### src/sv/assert_macros.svh
// assertion macros used by the noise generator controller
`ifndef ASSERT_MACROS_SVH
`define ASSERT_MACROS_SVH
`ifndef SYNTHESIS
`define PN2F_ASSERT(lbl, clk, rstn, prop, msg) \
  lbl: assert property (@(posedge clk) disable iff (!rstn) (prop)) else $error(msg);
`define PN2F_ASSERT_NEVER(lbl, clk, rstn, cond, msg) \
  lbl: assert property (@(posedge clk) disable iff (!rstn) !(cond)) else $error(msg);
`else
`define PN2F_ASSERT(lbl, clk, rstn, prop, msg)
`define PN2F_ASSERT_NEVER(lbl, clk, rstn, cond, msg)
`endif
`endif

### src/sv/pn2f_pkg.sv
// shared types, constants and the arithmetic schedule of the noise generator
package pn2f_pkg;

  localparam int MAX_OCTAVES_DEF = 8;
  localparam int FRAC_BITS_DEF   = 16;

  localparam int TBL_DEPTH = 256;
  localparam int TBL_AW    = 8;

  localparam logic [3:0]  OCT_RST  = 4'd4;
  localparam logic [15:0] PERS_RST = 16'h8000;
  localparam logic [16:0] AMP_ONE  = 17'h10000;

  localparam logic [4:0] LOOK_LAST  = 5'd10;
  localparam logic [4:0] ARITH_LAST = 5'd17;
  localparam logic [4:0] DIV_LAST   = 5'd15;

  localparam logic OPC_WRITE = 1'b0;
  localparam logic OPC_EVAL  = 1'b1;

  typedef enum logic {
    CFG_OCTAVES = 1'b0,
    CFG_PERSIST = 1'b1
  } cfg_idx_e;

  typedef enum logic [2:0] {
    ST_IDLE,
    ST_LOOK,
    ST_ARITH,
    ST_DIV,
    ST_OUT
  } state_e;

  typedef enum logic [3:0] {
    OP_NOP,
    OP_TX2,
    OP_TY2,
    OP_TX3,
    OP_TY3,
    OP_TX4,
    OP_TY4,
    OP_TX5,
    OP_TY5,
    OP_FADE,
    OP_LLO,
    OP_LHI,
    OP_LY,
    OP_ACC,
    OP_AMP
  } arith_op_e;

  typedef struct packed {
    logic      ld_eval;
    logic      tbl_wr;
    logic      look_en;
    logic [3:0] look_idx;
    arith_op_e op;
    logic      next_oct;
    logic      div_init;
    logic      div_step;
    logic      out_load;
  } cmd_t;

  typedef struct packed {
    logic last_oct;
    logic out_free;
  } sts_t;

  // per-octave arithmetic schedule, at most one shared multiplier issue per step
  function automatic arith_op_e arith_op(input logic [4:0] step);
    arith_op_e op;
    unique case (step)
      5'd0:    op = OP_TX2;
      5'd1:    op = OP_TY2;
      5'd2:    op = OP_TX3;
      5'd3:    op = OP_TY3;
      5'd4:    op = OP_TX4;
      5'd5:    op = OP_TY4;
      5'd6:    op = OP_TX5;
      5'd7:    op = OP_TY5;
      5'd9:    op = OP_FADE;
      5'd10:   op = OP_LLO;
      5'd11:   op = OP_LHI;
      5'd13:   op = OP_LY;
      5'd15:   op = OP_ACC;
      5'd16:   op = OP_AMP;
      default: op = OP_NOP;
    endcase
    return op;
  endfunction

endpackage

### src/sv/pn2f_ctrl.sv
// controller: sequences lookups, arithmetic steps, division and result hand-off
`include "assert_macros.svh"
module pn2f_ctrl (
  input  logic           clk_i,
  input  logic           rst_ni,
  input  logic           in_valid_i,
  input  logic           opcode_i,
  output logic           in_stall_o,
  input  pn2f_pkg::sts_t sts_i,
  output pn2f_pkg::cmd_t cmd_o
);
  import pn2f_pkg::*;

  state_e     state_q, state_d;
  logic [4:0] cnt_q, cnt_d;

  always_ff @(posedge clk_i or negedge rst_ni) begin
    if (!rst_ni) begin
      state_q <= ST_IDLE;
      cnt_q   <= '0;
    end else begin
      state_q <= state_d;
      cnt_q   <= cnt_d;
    end
  end

  assign in_stall_o = (state_q != ST_IDLE);

  // next state
  always_comb begin
    state_d = state_q;
    cnt_d   = cnt_q + 5'd1;
    unique case (state_q)
      ST_IDLE: begin
        cnt_d = '0;
        if (in_valid_i && opcode_i == OPC_EVAL) begin
          state_d = ST_LOOK;
        end
      end
      ST_LOOK: begin
        if (cnt_q == LOOK_LAST) begin
          state_d = ST_ARITH;
          cnt_d   = '0;
        end
      end
      ST_ARITH: begin
        if (cnt_q == ARITH_LAST) begin
          state_d = sts_i.last_oct ? ST_DIV : ST_LOOK;
          cnt_d   = '0;
        end
      end
      ST_DIV: begin
        if (cnt_q == DIV_LAST) begin
          state_d = ST_OUT;
          cnt_d   = '0;
        end
      end
      ST_OUT: begin
        cnt_d = '0;
        if (sts_i.out_free) begin
          state_d = ST_IDLE;
        end
      end
      default: begin
        state_d = ST_IDLE;
        cnt_d   = '0;
      end
    endcase
  end

  // outputs
  always_comb begin
    cmd_o = '0;
    cmd_o.op = OP_NOP;
    unique case (state_q)
      ST_IDLE: begin
        if (in_valid_i) begin
          cmd_o.ld_eval = (opcode_i == OPC_EVAL);
          cmd_o.tbl_wr  = (opcode_i == OPC_WRITE);
        end
      end
      ST_LOOK: begin
        cmd_o.look_en  = 1'b1;
        cmd_o.look_idx = cnt_q[3:0];
      end
      ST_ARITH: begin
        cmd_o.op = arith_op(cnt_q);
        if (cnt_q == ARITH_LAST) begin
          cmd_o.next_oct = 1'b1;
          cmd_o.div_init = sts_i.last_oct;
        end
      end
      ST_DIV:  cmd_o.div_step = 1'b1;
      ST_OUT:  cmd_o.out_load = sts_i.out_free;
      default: ;
    endcase
  end

  `PN2F_ASSERT(a_eval_starts, clk_i, rst_ni, (in_valid_i && !in_stall_o && opcode_i == OPC_EVAL) |=> (state_q == ST_LOOK && cnt_q == 5'd0), "eval request did not start lookups")
  `PN2F_ASSERT(a_look_to_arith, clk_i, rst_ni, (state_q == ST_LOOK && cnt_q == LOOK_LAST) |=> (state_q == ST_ARITH), "lookups not followed by arithmetic")
  `PN2F_ASSERT(a_div_to_out, clk_i, rst_ni, (state_q == ST_DIV && cnt_q == DIV_LAST) |=> (state_q == ST_OUT), "division did not end in result stage")
  `PN2F_ASSERT_NEVER(a_cnt_range, clk_i, rst_ni, cnt_q > ARITH_LAST, "step counter out of range")

endmodule

### config.mk
export PLATFORM = sky130hd
export DESIGN_NAME = pn2f_ctrl
export DESIGN_NICKNAME = d
export VERILOG_FILES = /design/src/sv/pn2f_pkg.sv /design/src/sv/pn2f_ctrl.sv
export VERILOG_INCLUDE_DIRS = /design/src /design/src/sv
export SDC_FILE = /design/constraint.sdc
export NUM_CORES = 1
export LEC_CHECK = 0
export BUFFER_PORTS_ARGS = -buffer_cell sky130_fd_sc_hd__buf_2
export CAP_MARGIN = 20
export CORE_ASPECT_RATIO = 0.75
export CORE_MARGIN = 3
export CORE_UTILIZATION = 30
export CTS_CLUSTER_DIAMETER = 150
export DETAILED_ROUTE_END_ITERATION = 8
export PLACE_DENSITY_LB_ADDON = 0.05
export SYNTH_ARGS = -nofsm -noshare
export SYNTH_HDL_FRONTEND = slang
export SYNTH_SLANG_ARGS = --single-unit
export TNS_END_PERCENT = 1
### constraint.sdc
create_clock -name clk_i -period 1.8 [get_ports clk_i]
set_input_delay 0.18 -clock clk_i [delete_from_list [all_inputs] [get_ports clk_i]]
set_output_delay 0.18 -clock clk_i [all_outputs]
set_load 0.02 [all_outputs]
== Word level (Yosys, flattened, before mapping) ==
Memory sizes are Yosys's and may differ from the RTL's.
Index checks and enable logic that the tools add are counted.
Operators by class
  add/subtract/negate cells: 1
  eq/ne operators: 12
  muxes and demuxes: 18
  bitwise gates (word level): 1
  reduce and logical (&&, ||, !) cells: 4
Operators with widths (count)
  $mux W5: 4
  $mux W3: 5
  $pmux W3 S5: 1
  $pmux W5 S3: 1
  $eq A5 B4 Y1 const B: 2
  $ne A2 B2 Y1 const B: 5
  $mux W2: 4
  $eq A3 B2 Y1 const B: 2
  $mux W6: 1
  $add A5 B1 Y5 const B: 1
  $eq A5 B5 Y1 const B: 1
  $reduce_and A5 Y1: 1
  $eq A3 B1 Y1 const B: 1
  $eq A3 B3 Y1 const B: 1
  $logic_not A3 Y1: 1
  $reduce_bool A3 Y1: 1
  $mux W1: 2
  $logic_and A1 B1 Y1: 1
  $not A1 Y1: 1
Word-level totals
  register bits after elaboration: 8
  ROM bits: 128
  input bits: 6
  output and inout port bits: 16
  word-level logic and storage cells: 39
  memories kept: 1
Memories
  (no name shown): depth 32, bits a word 4, rd ports 1, clocked after memory_dff 0, wr ports 0, RTL line pn2f_pkg.sv:72  | unique case (step)

== Longest topological paths before layout ==
  word-level depth: 3
  depth in mapped cells: 8
  depth with buffers taken out: 8

== Worst setup path before layout ==
OpenSTA, ideal clock, no wires.
  path type: register to register
  start: reg cnt_q[0]
  end: reg cnt_q[3]
  library setup time: 126 ps
  data arrival time: 1581 ps
  data required time: 1674 ps
  slack: 93 ps
  stages on the path, launching flop included: 9
  cell sequence: dfrtp_1 ha_1 nand3_1 inv_1 ha_1 inv_1 mux2_2 a22oi_2 nor2_1
Between the ends
  cells in the longest elaborated chain, start to end: 3
  elaborated cells on any way between the ends: 8
Ends and longest elaborated chain
  start, declared: RTL line pn2f_ctrl.sv:15  | logic [4:0] cnt_q, cnt_d;
  start signal, assigned: RTL line pn2f_ctrl.sv:23  | cnt_q <= cnt_d;
  $add A5 B1 Y5, or another cell as far along: RTL line pn2f_ctrl.sv:32  | cnt_d = cnt_q + 5'd1;
  $mux W5 (on tied branches): RTL line pn2f_ctrl.sv:53, pn2f_ctrl.sv:41, pn2f_ctrl.sv:47
  $pmux W5 S3 *: RTL line pn2f_ctrl.sv:33  | unique case (state_q)
  net cnt_d[3]: RTL line pn2f_ctrl.sv:15
Mark *: on every way through the listed nets, which the timed path passes. The rest lies on a longest branch.
A chain may end at the register's enable or synchronous reset.

==> flow_summary.ini <==
[finish]
fin_util_pct = 46.7
drive_above_1_share_pct = 46.9
nNetsFinal = 147
diodes = 0
instances_no_fill = 164
fill_cells = 238
register_area_um2 = 201
area_growth_pct = 44.8
multi_input_area_um2 = 537
design_area_um2 = 1100

[place]
dpl.hpwl_mm = 1.48
dp.cells = 151
dpl_cell_area_um2 = 957
numPortBuffers = 21
gp_congestion = 0.805
preCtsSetupSlack_ps = 53.3

[route]
wl_met3_um = 73
postRouteAntennaNets = 0
top_layer = met4
dr_wl_met2_um = 784
wire_per_inst_um = 11.6
drt-met1-wl_mm = 1.03
drc_errors = 0
drtPass1Iterations = 5
drtIter0Drc = 58
num_vias = 785
wl_mm = 1.90
viasPerCell = 4.79

[logic_synthesis]
synth_edf_count = 0
syn-num-nets = 104
ys_ff_latch = 8
ys_types = 30
synth_flop_cell = dfrtp_1
ys_warn_count = 0
netlist_area_um2 = 763
syn_inst = 89
syn_avg_cell_area_um2 = 8.58
async_flop_share_pct = 100
ys_seq_area_share_pct = 26.2

[power]
powerDensity_nw_per_um2 = 1460
total_power_mw = 1.61
switching_power_mw = 0.731
leakage_nw = 0.535
p_int_mw = 0.884
pwr-share-comb_pct = 70.4
p_sw_share_pct = 45.3
clock_power_share_pct = 8.1
seqPwrFrac_pct = 21.5
ir_drop_mv = 0.527

[setup_path]
cp.arrival_ps = 1610
r2r_end = cnt_q[3]
start_kind = flip-flop
worstSetupEndpoint = cmd_o[2]
r2r_start = cnt_q[1]
end_kind = output port
rrSetupSlack_ps = 110
path_class = reg2out
worstPathRequired_ps = 1620
path_max_fanout = 6
rr_worst_depth = 8
critical_path.startpoint = cnt_q[1]

[sta]
hold_violations = 0
final-setup-viol-count = 0
slew_headroom_pct = 78.0
rsz0062_at_grt = yes
slew_violations = 0
worst_pin_slew_ps = 328
fin_crit_sh_pct = 99.2
layout_setup_ws_ps = 14.7
fin_skew_ps = 7.21
fin_crit_ps = 1790
whs_ps = 162
tns_ps = 0
max_freq_ghz = 0.560

[clocking]
cts_tree = done
cts_max_path_buffers = 2
insertion_delay_ps = 250
clk_pin_slew_worst_paths_ps = 50
cts-root-buf = clkbuf_4
numCtsBuffers = 3
h-tree-depth = 1
clock-sinks = 8

[global_routing]
grt_usage_pct = 13.1
overflow = 0
antenna_found_initial = 0
grt_max_degree = 9
grt_pass1_wl_mm = 3.28
grt_pass1_vias = 734

[die]
dieArea_um2 = 3190
core_area_um2 = 2360
die_h_um = 49.7
start_util_pct = 32.3
ioPinCount = 22
num_rows = 15
die_w_um = 64.2

[job]
maxCapViolCount = 0

[hold_path]
min-delay-start = sts_i[0]
min_path_type = in2reg

[run_status]
status = complete, no violations
[worst min path at each step]
stage	cells past startpoint	endpoint
finish	2	state_q[2]
global route	2	state_q[2]
CTS	2	state_q[2]
detailed placement	1	cnt_q[2]
global placement	1	cnt_q[3]
floorplan	0	cnt_q[0]
[synth_stat cells, drive strengths merged, types with 2 or more instances]
cell / instances / area (um^2)
nand2: 11 / 41.3
ha: 9 / 113
nor2: 9 / 33.8
dfrtp: 8 / 200
inv: 7 / 26.3
o21ai: 7 / 35.0
and2: 6 / 42.6
a22oi: 4 / 40.0
a31oi: 3 / 18.8
and3: 3 / 20.0
a21oi: 2 / 10.0
clkbuf: 2 / 17.5
nand3: 2 / 10.0
nand4bb: 2 / 22.5
nor2b: 2 / 12.5
nor3: 2 / 10.0
nor3b: 2 / 37.5
[cell type report]
cell class	instances	share of cell area, %
clock buffer	3	2.04
inverter	7	2.60
multi-input combinational	71	48.6
sequential	8	18.2
tap	34	3.85
timing repair buffer	41	24.7
[layer usage]
metal,vias to the layer above,track usage [%]
met4,0,5.26
met2,14,19.3
li1,393,-
met5,-,0
met3,2,1.82
met1,376,18.9
[cell usage in the layout, fill, tap and decap left out, types with 2 or more instances in the layout]
| cell type | n |
|---|---|
| nor2b_1 | 2 |
| a21oi_1 | 2 |
| o21ai_0 | 4 |
| nand3_1 | 2 |
| a22oi_2 | 2 |
| buf_4 | 20 |
| o21ai_1 | 2 |
| nor2_1 | 8 |
| clkbuf_4 | 3 |
| and2_1 | 2 |
| and3_1 | 2 |
| ha_1 | 8 |
| buf_2 | 18 |
| inv_1 | 5 |
| buf_6 | 2 |
| nand4bb_1 | 2 |
| dfrtp_1 | 7 |
| nor3b_4 | 2 |
| nor3_1 | 2 |
| a22oi_1 | 2 |
| a31oi_1 | 3 |
| nand2_1 | 11 |
| and2_2 | 4 |
[registers in the layout (all words and copies together) (netlist names)]
| name | count |
|---|---|
| state_q | 3 |
| cnt_q | 5 |
[cell families after synthesis]
family	synth area share [%]
AOI/OAI and AO/OA	14.8
xor gates and xnor gates	1.15
buffers and inverters	7.21
muxes	2.79
adders and majority gates	14.8
DFF	26.2
and+or+nand+nor	33.1
[what timing repair did]
item                       in CTS  in global routing
setup buffers                   3                  6
hold buffers                    1                  0
pin swaps                       2                  5
resized for setup               6                 13
hold endpoints to repair        8                  0
setup endpoints to repair       4                  9
[power by group through the flow]
| stage | sequential, mW | combinational, mW | clock (mW) |
|---|---|---|---|
| floorplan | 0.335 | 0.612 | 0 |
| global placement | 0.346 | 0.933 | 0 |
| detailed placement | 0.347 | 0.919 | 0 |
| CTS | 0.344 | 0.982 | 0.138 |
| global route | 0.358 | 1.26 | 0.141 |
| finish | 0.347 | 1.14 | 0.130 |
[worst max-delay path, stage by stage (launching register included)]
cell and delay (ps):
dfrtp_2 450, inv_4 100, ha_4 120, nand4bb_1 130, a22oi_2 240, and3_4 210
buf_6 110
No activity file was read; power rests on OpenSTA's default activity.
